File: config.mk
export PLATFORM = sky130hd
export DESIGN_NAME = byte_stream_tokenizer_core
export DESIGN_NICKNAME = d
export VERILOG_FILES = /design/src/rtl/core/btok_pkg.sv /design/src/rtl/core/btok_fifo.sv /design/src/rtl/core/btok_lexer.sv /design/src/rtl/core/byte_stream_tokenizer_core.sv
export VERILOG_INCLUDE_DIRS = /design/src /design/src/rtl/core
export SDC_FILE = /design/constraint.sdc
export NUM_CORES = 1
export LEC_CHECK = 0
export BUFFER_PORTS_ARGS = -buffer_cell sky130_fd_sc_hd__buf_2
export CORE_AREA = 2 2 147 149
export DETAILED_ROUTE_END_ITERATION = 16
export DIE_AREA = 0 0 149 151
export SLEW_MARGIN = 15
export SYNTH_ARGS = -nofsm -noshare
export SYNTH_HDL_FRONTEND = slang
export SYNTH_HIERARCHICAL = 1
export SYNTH_SLANG_ARGS = --single-unit
File: constraint.sdc
create_clock -name aclk -period 5.73 [get_ports aclk]
set_input_delay 1.146 -clock aclk [delete_from_list [all_inputs] [get_ports aclk]]
set_output_delay 1.146 -clock aclk [all_outputs]
set_load 0.02 [all_outputs]
File: src/rtl/core/byte_stream_tokenizer_core_defines.svh
// Assertion macros shared by the tokenizer RTL.
// With NO_ASSERTIONS set, every macro expands to nothing.
`ifndef BYTE_STREAM_TOKENIZER_CORE_DEFINES_SVH
`define BYTE_STREAM_TOKENIZER_CORE_DEFINES_SVH

`ifndef NO_ASSERTIONS

// When pre holds at a clock edge, post must hold at the same edge.
`define BTOK_ASSERT_IMPLIES(label, clk, rst_n, pre, post) \
    label: assert property (@(posedge clk) disable iff (!rst_n) (pre) |-> (post)) \
        else $error("btok: implication check failed");

// When pre holds at a clock edge, post must hold at the next edge.
`define BTOK_ASSERT_NEXT(label, clk, rst_n, pre, post) \
    label: assert property (@(posedge clk) disable iff (!rst_n) (pre) |=> (post)) \
        else $error("btok: next-cycle check failed");

`else

`define BTOK_ASSERT_IMPLIES(label, clk, rst_n, pre, post)
`define BTOK_ASSERT_NEXT(label, clk, rst_n, pre, post)

`endif

`endif

File: src/rtl/core/btok_pkg.sv
package btok_pkg;

    // Result queue geometry.
    localparam int FIFO_DEPTH = 4;
    localparam int FIFO_PTR_W = $clog2(FIFO_DEPTH);
    localparam int FIFO_CNT_W = $clog2(FIFO_DEPTH + 1);

    // Character constants.
    localparam logic [7:0] CH_END   = 8'h00;
    localparam logic [7:0] CH_TAB   = 8'h09;
    localparam logic [7:0] CH_LF    = 8'h0A;
    localparam logic [7:0] CH_CR    = 8'h0D;
    localparam logic [7:0] CH_SPACE = 8'h20;
    localparam logic [7:0] CH_EQ    = 8'h3D;
    localparam logic [7:0] CH_GT    = 8'h3E;

    // Token kinds as they appear on the result channel.
    typedef enum logic [4:0] {
        K_ID     = 5'd0,
        K_INT    = 5'd1,
        K_EQUALS = 5'd2,
        K_ARROW  = 5'd3,
        K_LPAREN = 5'd4,
        K_RPAREN = 5'd5,
        K_LBRACE = 5'd6,
        K_RBRACE = 5'd7,
        K_LBRACK = 5'd8,
        K_RBRACK = 5'd9,
        K_COLON  = 5'd10,
        K_COMMA  = 5'd11,
        K_GT     = 5'd12,
        K_LT     = 5'd13,
        K_SEMI   = 5'd14,
        K_EOF    = 5'd15,
        K_ERROR  = 5'd16
    } kind_t;

    // Lexer modes.
    typedef enum logic [2:0] {
        MODE_IDLE = 3'd0,
        MODE_ID   = 3'd1,
        MODE_INT  = 3'd2,
        MODE_EQ   = 3'd3,
        MODE_ERR  = 3'd4
    } mode_t;

    // One result beat.
    typedef struct packed {
        kind_t      kind;
        logic [7:0] tok_char;
        logic       token_last;
        logic       burst_last;
    } result_t;

    // Lookup of a single-character punctuator.
    typedef struct packed {
        logic  hit;
        kind_t kind;
    } punct_t;

    function automatic logic is_letter(input logic [7:0] c);
        return ((c >= 8'h61) && (c <= 8'h7A)) || ((c >= 8'h41) && (c <= 8'h5A));
    endfunction

    function automatic logic is_digit(input logic [7:0] c);
        return (c >= 8'h30) && (c <= 8'h39);
    endfunction

    function automatic punct_t punct_lookup(input logic [7:0] c);
        punct_t p;
        p.hit  = 1'b1;
        p.kind = K_ERROR;
        unique case (c)
            8'h28:   p.kind = K_LPAREN;
            8'h29:   p.kind = K_RPAREN;
            8'h7B:   p.kind = K_LBRACE;
            8'h7D:   p.kind = K_RBRACE;
            8'h5B:   p.kind = K_LBRACK;
            8'h5D:   p.kind = K_RBRACK;
            8'h3A:   p.kind = K_COLON;
            8'h2C:   p.kind = K_COMMA;
            8'h3E:   p.kind = K_GT;
            8'h3C:   p.kind = K_LT;
            8'h3B:   p.kind = K_SEMI;
            default: p.hit  = 1'b0;
        endcase
        return p;
    endfunction

endpackage

File: src/rtl/core/btok_fifo.sv
`include "byte_stream_tokenizer_core_defines.svh"

module btok_fifo
    import btok_pkg::*;
(
    input  logic       aclk,
    input  logic       aresetn,
    input  logic [1:0] push_n,
    input  result_t    push_data0,
    input  result_t    push_data1,
    output logic       room_two,
    output logic       out_valid,
    input  logic       out_ready,
    output result_t    out_data
);

    result_t                 mem_reg [FIFO_DEPTH];
    logic [FIFO_PTR_W-1:0]   wr_ptr_reg, wr_ptr_next;
    logic [FIFO_PTR_W-1:0]   rd_ptr_reg, rd_ptr_next;
    logic [FIFO_CNT_W-1:0]   count_reg, count_next;
    logic                    pop;

    // Room is judged on the registered count only, so ready has no path from the sink.
    assign room_two  = count_reg <= FIFO_CNT_W'(FIFO_DEPTH - 2);
    assign out_valid = count_reg != '0;
    assign out_data  = mem_reg[rd_ptr_reg];
    assign pop       = out_valid && out_ready;

    // Pointer and occupancy update.
    always_comb begin
        wr_ptr_next = wr_ptr_reg + FIFO_PTR_W'(push_n);
        rd_ptr_next = rd_ptr_reg + FIFO_PTR_W'(pop);
        count_next  = count_reg + FIFO_CNT_W'(push_n) - FIFO_CNT_W'(pop);
    end

    always_ff @(posedge aclk) begin
        if (!aresetn) begin
            wr_ptr_reg <= '0;
            rd_ptr_reg <= '0;
            count_reg  <= '0;
        end else begin
            wr_ptr_reg <= wr_ptr_next;
            rd_ptr_reg <= rd_ptr_next;
            count_reg  <= count_next;
        end
    end

    // Storage: up to two entries written per cycle, in order.
    always_ff @(posedge aclk) begin
        if (push_n != 2'd0) begin
            mem_reg[wr_ptr_reg] <= push_data0;
        end
        if (push_n == 2'd2) begin
            mem_reg[wr_ptr_reg + FIFO_PTR_W'(1)] <= push_data1;
        end
    end

    `BTOK_ASSERT_IMPLIES(a_count_bound, aclk, aresetn, 1'b1,
        count_reg <= FIFO_CNT_W'(FIFO_DEPTH))
    `BTOK_ASSERT_IMPLIES(a_push_needs_room, aclk, aresetn, push_n != 2'd0, room_two)

endmodule

File: src/rtl/core/btok_lexer.sv
`include "byte_stream_tokenizer_core_defines.svh"

module btok_lexer
    import btok_pkg::*;
(
    input  logic       aclk,
    input  logic       aresetn,
    input  logic       fire,
    input  logic [7:0] ch,
    output logic [1:0] push_n,
    output result_t    res0,
    output result_t    res1
);

    mode_t       mode_reg, mode_next;
    logic [7:0]  held_reg, held_next;

    // Outcome of treating ch as the first byte after idle.
    logic        idle_emit;
    result_t     idle_res;
    mode_t       idle_mode;
    logic [7:0]  idle_held;
    punct_t      pk;
    logic        is_ws;
    logic        word_char;
    logic [1:0]  raw_n;
    result_t     raw0, raw1;

    assign pk        = punct_lookup(ch);
    assign is_ws     = (ch == CH_SPACE) || (ch == CH_TAB) || (ch == CH_CR) || (ch == CH_LF);
    assign word_char = is_letter(ch) || is_digit(ch);

    // Idle classification of the incoming byte.
    always_comb begin
        idle_emit = 1'b0;
        idle_res  = '{kind: K_EOF, tok_char: 8'h00, token_last: 1'b1, burst_last: 1'b0};
        idle_mode = MODE_IDLE;
        idle_held = 8'h00;
        priority if (ch == CH_END) begin
            idle_emit = 1'b1;
        end else if (is_ws) begin
            idle_emit = 1'b0;
        end else if (is_letter(ch)) begin
            idle_mode = MODE_ID;
            idle_held = ch;
        end else if (is_digit(ch)) begin
            idle_mode = MODE_INT;
            idle_held = ch;
        end else if (ch == CH_EQ) begin
            idle_mode = MODE_EQ;
            idle_held = ch;
        end else if (pk.hit) begin
            idle_emit         = 1'b1;
            idle_res.kind     = pk.kind;
            idle_res.tok_char = ch;
        end else begin
            idle_emit     = 1'b1;
            idle_res.kind = K_ERROR;
            idle_mode     = MODE_ERR;
        end
    end

    // Next mode and held character.
    always_comb begin
        mode_next = idle_mode;
        held_next = idle_held;
        unique case (mode_reg)
            MODE_ID: begin
                if (word_char) begin
                    mode_next = MODE_ID;
                    held_next = ch;
                end
            end
            MODE_INT: begin
                if (is_digit(ch)) begin
                    mode_next = MODE_INT;
                    held_next = ch;
                end
            end
            MODE_EQ: begin
                if (ch == CH_GT) begin
                    mode_next = MODE_IDLE;
                    held_next = 8'h00;
                end
            end
            MODE_ERR: begin
                mode_next = (ch == CH_END) ? MODE_IDLE : MODE_ERR;
                held_next = 8'h00;
            end
            default: begin
                mode_next = idle_mode;
                held_next = idle_held;
            end
        endcase
    end

    // Results produced by this byte, before burst marking.
    always_comb begin
        raw_n = 2'd0;
        raw0  = idle_res;
        raw1  = idle_res;
        unique case (mode_reg)
            MODE_ID: begin
                raw0 = '{kind: K_ID, tok_char: held_reg, token_last: !word_char,
                         burst_last: 1'b0};
                raw_n = (!word_char && idle_emit) ? 2'd2 : 2'd1;
            end
            MODE_INT: begin
                raw0 = '{kind: K_INT, tok_char: held_reg, token_last: !is_digit(ch),
                         burst_last: 1'b0};
                raw_n = (!is_digit(ch) && idle_emit) ? 2'd2 : 2'd1;
            end
            MODE_EQ: begin
                if (ch == CH_GT) begin
                    raw0  = '{kind: K_ARROW, tok_char: CH_EQ, token_last: 1'b0,
                              burst_last: 1'b0};
                    raw1  = '{kind: K_ARROW, tok_char: CH_GT, token_last: 1'b1,
                              burst_last: 1'b0};
                    raw_n = 2'd2;
                end else begin
                    raw0  = '{kind: K_EQUALS, tok_char: CH_EQ, token_last: 1'b1,
                              burst_last: 1'b0};
                    raw_n = idle_emit ? 2'd2 : 2'd1;
                end
            end
            MODE_ERR: begin
                raw_n = 2'd0;
            end
            default: begin
                raw0  = idle_res;
                raw_n = idle_emit ? 2'd1 : 2'd0;
            end
        endcase
    end

    // Flag the last result of the burst.
    always_comb begin
        res0            = raw0;
        res1            = raw1;
        res0.burst_last = (raw_n == 2'd1);
        res1.burst_last = (raw_n == 2'd2);
        push_n          = fire ? raw_n : 2'd0;
    end

    always_ff @(posedge aclk) begin
        if (!aresetn) begin
            mode_reg <= MODE_IDLE;
            held_reg <= 8'h00;
        end else if (fire) begin
            mode_reg <= mode_next;
            held_reg <= held_next;
        end
    end

    `BTOK_ASSERT_IMPLIES(a_err_holds_nothing, aclk, aresetn, mode_reg == MODE_ERR,
        held_reg == 8'h00)
    `BTOK_ASSERT_IMPLIES(a_err_silent, aclk, aresetn, fire && (mode_reg == MODE_ERR),
        push_n == 2'd0)
    `BTOK_ASSERT_NEXT(a_eof_to_idle, aclk, aresetn,
        fire && (ch == CH_END), mode_reg == MODE_IDLE)

endmodule

File: src/rtl/core/byte_stream_tokenizer_core.sv
// Channel  Dir  Ports                                                        Beat
// s_       in   s_valid s_ready s_ch                                         one source byte
// m_       out  m_valid m_ready m_kind m_tok_char m_token_last m_burst_last  one result
//
// A byte lands in the input register at acceptance and is lexed once the queue can take two results,
// writing zero, one or two results into a four-entry result queue; a result is
// registered in the queue before it appears on m_.
// One byte per cycle is taken while the queue holds two results or fewer; the
// result side drains one beat per cycle while m_ready is high.
// Reset returns the lexer to idle with nothing held and empties the queue.
// s_ready depends only on registers, never on m_ready.
`include "byte_stream_tokenizer_core_defines.svh"

module byte_stream_tokenizer_core
    import btok_pkg::*;
(
    input  logic       aclk,
    input  logic       aresetn,
    input  logic       s_valid,
    output logic       s_ready,
    input  logic [7:0] s_ch,
    output logic       m_valid,
    input  logic       m_ready,
    output logic [4:0] m_kind,
    output logic [7:0] m_tok_char,
    output logic       m_token_last,
    output logic       m_burst_last
);

    logic        in_valid_reg, in_valid_next;
    logic [7:0]  in_ch_reg;
    logic        room_two;
    logic        fire;
    logic [1:0]  push_n;
    result_t     res0, res1;
    result_t     head;

    // The buffered byte is lexed once the queue can take two results.
    assign fire    = in_valid_reg && room_two;
    assign s_ready = !in_valid_reg || fire;

    always_comb begin
        in_valid_next = in_valid_reg;
        if (s_valid && s_ready) begin
            in_valid_next = 1'b1;
        end else if (fire) begin
            in_valid_next = 1'b0;
        end
    end

    // Input register.
    always_ff @(posedge aclk) begin
        if (!aresetn) begin
            in_valid_reg <= 1'b0;
        end else begin
            in_valid_reg <= in_valid_next;
        end
    end

    always_ff @(posedge aclk) begin
        if (s_valid && s_ready) begin
            in_ch_reg <= s_ch;
        end
    end

    btok_lexer u_lexer (
        .aclk    (aclk),
        .aresetn (aresetn),
        .fire    (fire),
        .ch      (in_ch_reg),
        .push_n  (push_n),
        .res0    (res0),
        .res1    (res1)
    );

    btok_fifo u_fifo (
        .aclk       (aclk),
        .aresetn    (aresetn),
        .push_n     (push_n),
        .push_data0 (res0),
        .push_data1 (res1),
        .room_two   (room_two),
        .out_valid  (m_valid),
        .out_ready  (m_ready),
        .out_data   (head)
    );

    assign m_kind       = head.kind;
    assign m_tok_char   = head.tok_char;
    assign m_token_last = head.token_last;
    assign m_burst_last = head.burst_last;

    `BTOK_ASSERT_NEXT(a_accept_loads, aclk, aresetn, s_valid && s_ready, in_valid_reg)

endmodule
Word level (Yosys, flattened, before mapping):

Memories as Yosys holds them, arrays and structs flattened. A register that Yosys moved wholly into a read port is not among the register bits.
Cells that the tools add are included.

* add/sub/neg operators: 5
* $lt $le $gt $ge: 7
* equality and inequality tests: 23
* multiplexer cells: 52
* reductions and logical operators: 22

Operator list (number)
* $eq 8x6->1 const B: 9
* $mux 8: 9
* $mux 13: 5
* $pmux 5 s11: 1
* $pmux 15 s3: 1
* $eq 8x7->1 const B: 4
* $pmux 8 s4: 1
* $mux 15: 2
* $mux 3: 10
* $eq 8x4->1 const B: 3
* $ge 8x7->1 const B: 2
* $le 8x7->1 const B: 2
* $mux 1: 13
* $mux 2: 6
* $pmux 3 s4: 1
* $mux 11: 1
* $reduce_or 11->1: 1
* $ge 8x6->1 const B: 1
* $le 8x6->1 const B: 1
* $logic_and 1x1->1: 8
* $logic_not 8->1: 1
* $pmux 2 s4: 1
* $eq 3x2->1 const B: 2
* $logic_or 1x1->1: 6
* 14 further kinds: 18

* register bits: 27
* bits in writable memories: 60
* input port bits: 12
* output and inout port bits: 17
* logic and storage cells: 117
* memories kept: 1

Memory list
* u_fifo.mem_reg: depth 4, bits a word 15, read ports 1, clocked after memory_dff 1, wr ports 2, line btok_fifo.sv:17 `result_t mem_reg [FIFO_DEPTH];`

Depth between registers and ports, before layout:

Gate-level depths: netlist of the first run.

* depth after elaboration: 13
* depth in mapped cells: 13
* gate-level depth less buffers: 11

By module:

Netlist of the first run, hierarchy kept.

By module, submodules not included
* btok_fifo: instances 1, cells an instance 192, area each 3492.1 sq um, seq. area each 1941.9 sq um
* btok_lexer: instances 1, cells an instance 192, area each 1375.1 sq um, seq. area each 220.2 sq um
* byte_stream_tokenizer_core: instances 1, cells an instance 14, area each 305.3 sq um, seq. area each 260.2 sq um

Worst setup path before layout of the first run:

Ideal clock, no wire load.

* path kind: register -> register
* start: reg in_ch_reg[6]
* end: mem u_fifo/mem_reg[0][0] in the netlist's numbering (enable)
* library setup time: 0.411 ns
* data arrival time: 3.597 ns
* data required time: 5.319 ns
* slack: 1.722 ns
* stages on the path, launching flop included: 8
* buffers on the path: 0
* clock period less this slack: 4.008 ns
* cell sequence: edfxtp_1 or3_1 or3_1 or2_1 and3_4 nor4_2 nor2_1 o31ai_1

RTL lines
* start: declaration: line byte_stream_tokenizer_core.sv:31 `logic [7:0] in_ch_reg;`
* start signal: assignment: line byte_stream_tokenizer_core.sv:62 `in_ch_reg <= s_ch;`
* end: declaration: line btok_fifo.sv:17

==> results of run 1 <==
## kinds of logic (layout without fill, tap and decap cells)
logic type | Yosys count | in the layout | share of synthesized area, %
XOR/XNOR | 4 | 4 | 1.21
AO/OA/AOI/OAI | 66 | 66 | 9.65
multiplexers | 81 | 81 | 22.1
flip-flops | 87 | 87 | 46.8
adder cells (fa/ha/maj) | 4 | 4 | 1.11
buffers and inverters | 38 | 58 | 4.86
AND/OR/NAND/NOR | 116 | 116 | 14.1
other | 2 | 2 | 0.145
## synthesized netlist by cell type (3+ instances only)
cell type	instances
nand2_1	22
o31ai_1	4
and3_1	3
o21ai_0	10
o22ai_1	3
mux2i_1	6
or3_1	5
nor2_1	16
dfxtp_1	19
a21boi_0	3
buf_4	4
inv_1	9
buf_6	7
clkbuf_1	8
nand4b_1	3
mux2_2	41
a22o_1	3
ha_1	3
and2_1	16
o22a_1	4
a21oi_1	13
nand2b_1	6
nor2b_1	7
buf_2	7
nor3_1	9
edfxtp_1	68
nand3b_1	3
nand4_1	3
mux2_4	19
o211ai_1	3
mux4_2	15
## per-layer routing
metal | up-vias | global-route usage (%) | share of wire, %
met4 | 0 | 3.05 | 1.1
met2 | 104 | 17.8 | 47
met5 | - | 0 | 0
met3 | 11 | 3.34 | 5.5
li1 | 1561 | - | -
met1 | 1648 | 14.3 | 46
## stage by stage
stage | hold slack (ps) | util [%]
floorplan | 426 | -
global placement | 458 | 26.3
detailed placement | 462 | 26.3
CTS | 474 | 27.8
global route | 497 | 27.8
finish | 471 | 27.8
## where the power goes
group	switching [mW]	internal, mW	leakage, nW
Sequential	0.0767	0.736	0.773
Combinational	0.218	0.217	1.06
Clock	0.252	0.345	0.146
## how the worst min path moves through the flow
stage                                startpoint                               end  cells past startpoint  slack (ps)
2_1_floorplan  u_lexer/held_reg[6]$_SDFFE_PN0P_  u_lexer/held_reg[6]$_SDFFE_PN0P_                      2         430
3_3_place_gp   u_lexer/held_reg[7]$_SDFFE_PN0P_  u_lexer/held_reg[7]$_SDFFE_PN0P_                      1         460
3_5_place_dp   u_lexer/held_reg[7]$_SDFFE_PN0P_  u_lexer/held_reg[7]$_SDFFE_PN0P_                      1         460
4_1_cts        u_lexer/held_reg[0]$_SDFFE_PN0P_  u_lexer/held_reg[0]$_SDFFE_PN0P_                      2         470
5_1_grt        u_lexer/held_reg[0]$_SDFFE_PN0P_  u_lexer/held_reg[0]$_SDFFE_PN0P_                      2         500
6_report       u_lexer/held_reg[4]$_SDFFE_PN0P_  u_lexer/held_reg[4]$_SDFFE_PN0P_                      2         470
## final cells by class
type / instances / area share (%)
Timing Repair Buffer: 32 / 2.94
Clock inverter: 6 / 1.30
Clock buffer: 10 / 3.96
Multi-Input combinational cell: 273 / 43.3
Tap cell: 275 / 5.95
Sequential cell: 87 / 41.9
Inverter: 10 / 0.649
## critical path: cells and delay by family (launching register included)
family,cells,cell delay [ps]
mux,1,420
simple gates,4,2070
flops,1,660
compound gates,2,510
==> results.sh, run 1 <==
export IMPL_outcome="finished, final reports clean"
export IMPL_place_ws_ps=1850
export IMPL_drive_above_1_share_pct=34.7
export IMPL_ant_nets=0
export IMPL_synth_fp_nets=414
export IMPL_grt_max_degree=25
export IMPL_fin_cells=693
export IMPL_die_w_um=149
export IMPL_nNetsFinal=429
export IMPL_cp_end_kind="register"
export IMPL_ys_seq_area_share_pct=46.8
export IMPL_design_area_um2=5780
export IMPL_max_freq_mhz=255
export IMPL_antenna_found_initial=0
export IMPL_syn_area_um2=5170
export IMPL_largest_register_ff_count=60
export IMPL_clock_path_buffers=2
export IMPL_required_ps=5830
export IMPL_die_y_um=151
export IMPL_synth_area_leaders="edfxtp_1 39%, mux2_2 8.9%, dfxtp_1 7.4%, mux4_2 6.5%, mux2_4 5.5%"
export IMPL_routed_wl_mm=11.6
export IMPL_cpMaxStageDelayCell="nor4b_4"
export IMPL_async_reset_ff_share_pct=0
export IMPL_drt_vias_per_instance=4.80
export IMPL_drt_iter0_markers=302
export IMPL_crit_start="in_ch_reg[1]$_DFFE_PP_"
export IMPL_clock_skew_ps=12.1
export IMPL_critical_path_arrival_ps=4020
export IMPL_core_um2=20800
export IMPL_num_vias=3324
export IMPL_synth_top_area_share_pct=39.5
export IMPL_io_pins=29
export IMPL_dpl_cell_area_um2=5480
export IMPL_grt_pass1_vias=3326
export IMPL_cts_resized=0
export IMPL_wl_per_cell_um=16.7
export IMPL_dp_hpwl_mm=8.08
export IMPL_port_buffers=28
export IMPL_r2r_start="in_ch_reg[1]$_DFFE_PP_"
export IMPL_synth_cells=398
export IMPL_cpPeakStageDelay_ps=920
export IMPL_p_leak_nw=1.97
export IMPL_path_clk_slew_ps=60
export IMPL_syn_area_per_cell_um2=13.0
export IMPL_postCtsHoldBufs=0
export IMPL_layout_commonest_cell="edfxtp_1"
export IMPL_fill_cells=2163
export IMPL_reg2reg_slack_ps=1800
export IMPL_dr_pass1_iters=5
export IMPL_cts_buffers=9
export IMPL_die_area_um2=22500
export IMPL_hp_class="register to register"
export IMPL_worst_pin_slew_ps=1070
export IMPL_seq_area_um2=2420
export IMPL_multi_input_area_um2=2500
export IMPL_ys_types=76
export IMPL_clock_root_buffer="clkbuf_16"
export IMPL_placementRows=53
export IMPL_reg2regPathDepth=7
export IMPL_clk_latency_ps=350
export IMPL_rsz0062_at_grt="false"
export IMPL_endpoint="u_fifo/mem_reg[1][2]$_DFFE_PP_"
export IMPL_yosys_warnings=6
export IMPL_critPathKind="register to register"
export IMPL_fin_crit_sh_pct=68.5
export IMPL_drc=0
export IMPL_r2r_end="u_fifo/mem_reg[1][2]$_DFFE_PP_"
export IMPL_synth_edf_count=68
export IMPL_place_inst=677
export IMPL_ir_drop_mv=0.146
export IMPL_area_delta_synth_final_pct=11.8
export IMPL_cp_start_kind="register"
export IMPL_synth_flop_cell="edfxtp_1"
export IMPL_power_density_nw_per_um2=319
export IMPL_cts_tree="built"
export IMPL_antennaDiodeCount=0
export IMPL_post_cts_buffers=0
export IMPL_synth_area_leader_cell="edfxtp_1"
export IMPL_layout_common_cells="68 x edfxtp_1, 41 x mux2_2, 28 x buf_2, 22 x nand2_1, 19 x mux2_4"
export IMPL_fin_ws_ps=1800
export IMPL_finalPower_mw=1.84
export IMPL_cts_sinks=87
export IMPL_cap_violations=0
export IMPL_final_setup_tns_ps=0
export IMPL_path_cells="or4_4 -> o221ai_4 -> o211a_2 -> and3_4 -> and2_1 -> nor4b_4 -> mux2_2"
export IMPL_relSlewSlack_pct=28.3
export IMPL_crit_path_max_fanout=20
export IMPL_setup_viol=0
export IMPL_synth_seq_cells=87
export IMPL_grt_pass1_wl_mm=18.9
export IMPL_hold_viol=0
export IMPL_gp_congestion=0.841
export IMPL_htreeDepth=3
export IMPL_gr_usage_all_layers_pct=11.0
export IMPL_slew_viol_final=0
export IMPL_grt_overflow=0
export IMPL_timing_final_crit_period_ps=3930
export IMPL_start_util_pct=24.8
No activity file was read; power rests on OpenSTA's default activity.
==> run 2: changes to the inputs <==
- clock period: 5.73 -> 3.2 ns (I/O delays scaled with it)
==> run 2 against run 1 <==
Effect of this change: critical path depth is 3 higher; clock power up 81%; combinational power rose by 120%; final area up 6.6%; power is 85% higher; highest routed layer unchanged; sequential share of layout area fell by 2.6 points; utilization grew 1.8 points; largest power group unchanged; clock-buffer cell count unchanged; first-iteration DRC count is 4.3% lower; cell count is 4.8% higher; routed wire length grew 5.5%.
==> results.sh, run 2 (synthesis gave the netlist of run 1 again) <==
export IMPL_outcome="finished, final reports clean"
export IMPL_gp_congestion=0.805
export IMPL_grt_overflow=0
export IMPL_layout_commonest_cell="edfxtp_1"
export IMPL_fin_ws_ps=114
export IMPL_final_util_pct=29.6
export IMPL_clock_root_buffer="clkbuf_16"
export IMPL_die_area_um2=22500
export IMPL_hold_viol=0
export IMPL_clock_path_buffers=2
export IMPL_p_leak_nw=2.17
export IMPL_cts_buffers=9
export IMPL_nNetsFinal=462
export IMPL_clock_skew_ps=11.0
export IMPL_placementRows=53
export IMPL_worst_pin_slew_ps=843
export IMPL_antenna_found_initial=0
export IMPL_fin_crit_sh_pct=96.5
export IMPL_critPathKind="register to register"
export IMPL_antennaDiodeCount=0
export IMPL_grt_max_degree=24
export IMPL_power_density_nw_per_um2=552
export IMPL_r2r_start="in_ch_reg[4]$_DFFE_PP_"
export IMPL_critical_path_arrival_ps=3190
export IMPL_drt_vias_per_instance=4.74
export IMPL_ant_nets=0
export IMPL_hold_start="s_ch[3]"
export IMPL_timing_final_crit_period_ps=3090
export IMPL_grt_pass1_vias=3490
export IMPL_port_buffers=28
export IMPL_core_um2=20800
export IMPL_whs_ps=474
export IMPL_place_ws_ps=-135
export IMPL_gr_usage_all_layers_pct=11.4
export IMPL_dr_pass1_iters=5
export IMPL_crit_path_max_fanout=16
export IMPL_hp_class="input port to register"
export IMPL_r2r_end="u_fifo/mem_reg[2][8]$_DFFE_PP_"
export IMPL_wl_per_cell_um=16.9
export IMPL_htreeDepth=3
export IMPL_setup_viol=0
export IMPL_die_w_um=149
export IMPL_largest_register_ff_count=60
export IMPL_fin_cells=726
export IMPL_num_vias=3441
export IMPL_cap_violations=0
export IMPL_dp_hpwl_mm=8.56
export IMPL_required_ps=3300
export IMPL_drc=0
export IMPL_ir_drop_mv=0.234
export IMPL_place_inst=706
export IMPL_grt_pass1_wl_mm=19.7
export IMPL_whs_endpoint="in_ch_reg[3]$_DFFE_PP_"
export IMPL_reg2reg_slack_ps=110
export IMPL_slew_viol_final=0
export IMPL_reg2regPathDepth=10
export IMPL_area_delta_synth_final_pct=19.2
export IMPL_cts_tree="built"
export IMPL_die_y_um=151
export IMPL_clk_latency_ps=350
export IMPL_drt_iter0_markers=289
export IMPL_path_clk_slew_ps=60
export IMPL_relSlewSlack_pct=43.7
export IMPL_start_util_pct=24.8
export IMPL_finalPower_mw=3.40
export IMPL_cp_end_kind="register"
export IMPL_cts_sinks=87
export IMPL_max_freq_mhz=324
export IMPL_drive_above_1_share_pct=40.8
export IMPL_cp_start_kind="register"
export IMPL_postCtsHoldBufs=0
export IMPL_layout_common_cells="68 x edfxtp_1, 41 x mux2_2, 33 x buf_4, 28 x buf_2, 22 x nand2_1"
export IMPL_whs_path_depth=1
export IMPL_routed_wl_mm=12.2
export IMPL_io_pins=29
-- run 2: worst max path at each step --
| stage | startpoint | endpoint | slack (ps) | depth (start not counted) |
|---|---|---|---|---|
| CTS | in_ch_reg[4]$_DFFE_PP_ | u_fifo/mem_reg[2][8]$_DFFE_PP_ | 7 | 10 |
| global route | in_ch_reg[6]$_DFFE_PP_ | u_fifo/mem_reg[2][8]$_DFFE_PP_ | -20 | 10 |
| global placement | in_ch_reg[4]$_DFFE_PP_ | u_fifo/mem_reg[0][5]$_DFFE_PP_ | -10 | 7 |
| finish | in_ch_reg[4]$_DFFE_PP_ | u_fifo/mem_reg[2][8]$_DFFE_PP_ | 110 | 10 |
| detailed placement | in_ch_reg[4]$_DFFE_PP_ | u_fifo/mem_reg[0][6]$_DFFE_PP_ | -130 | 7 |
| floorplan | in_ch_reg[0]$_DFFE_PP_ | u_fifo/mem_reg[0][0]$_DFFE_PP_ | 20 | 9 |
-- run 2: cell type report --
class / count / area, um2
Timing Repair Buffer: 65 / 468
Tap cell: 275 / 344
Sequential cell: 87 / 2420
Clock buffer: 10 / 229
Inverter: 10 / 37.5
Fill cell: 2157 / 14700
Clock inverter: 6 / 75.1
Multi-Input combinational cell: 273 / 2590
-- run 2: per-stage QoR --
step	area [um2]	TNS, ps
final	6170	0
after global routing	6170	-130
after CTS	6120	0
after detailed placement	5780	-3800
after global placement	5780	-181
after floorplan	5220	0
-- run 2: worst max-delay path, stage by stage, from the launching register on --
cell      delay [ps]
edfxtp_1         410
or3_1            390
or3_1            340
or2_4            270
and3_4           200
nor4_4           260
buf_4            190
and4bb_2         260
buf_12           170
o21bai_4         180
buf_12           170
-- run 2: what timing repair did --
action                     CTS  global route
pin swaps                    2             4
setup endpoints to repair   46            76
gates resized for setup      4             6
setup buffers                1             3
-- run 2: report_power, final --
| group | internal (mW) | total, mW | switching, mW | leakage, nW |
|---|---|---|---|---|
| sequential | 1.32 | 1.38 | 0.0669 | 0.773 |
| clock | 0.618 | 1.08 | 0.458 | 0.146 |
| combinational | 0.450 | 0.945 | 0.495 | 1.25 |
-- run 2: routing by layer --
layer | track usage (%) | part of all wire, %
met5 | 0 | 0
met2 | 18.6 | 47
met4 | 3.52 | 1.7
met3 | 3.01 | 4.9
met1 | 14.9 | 46
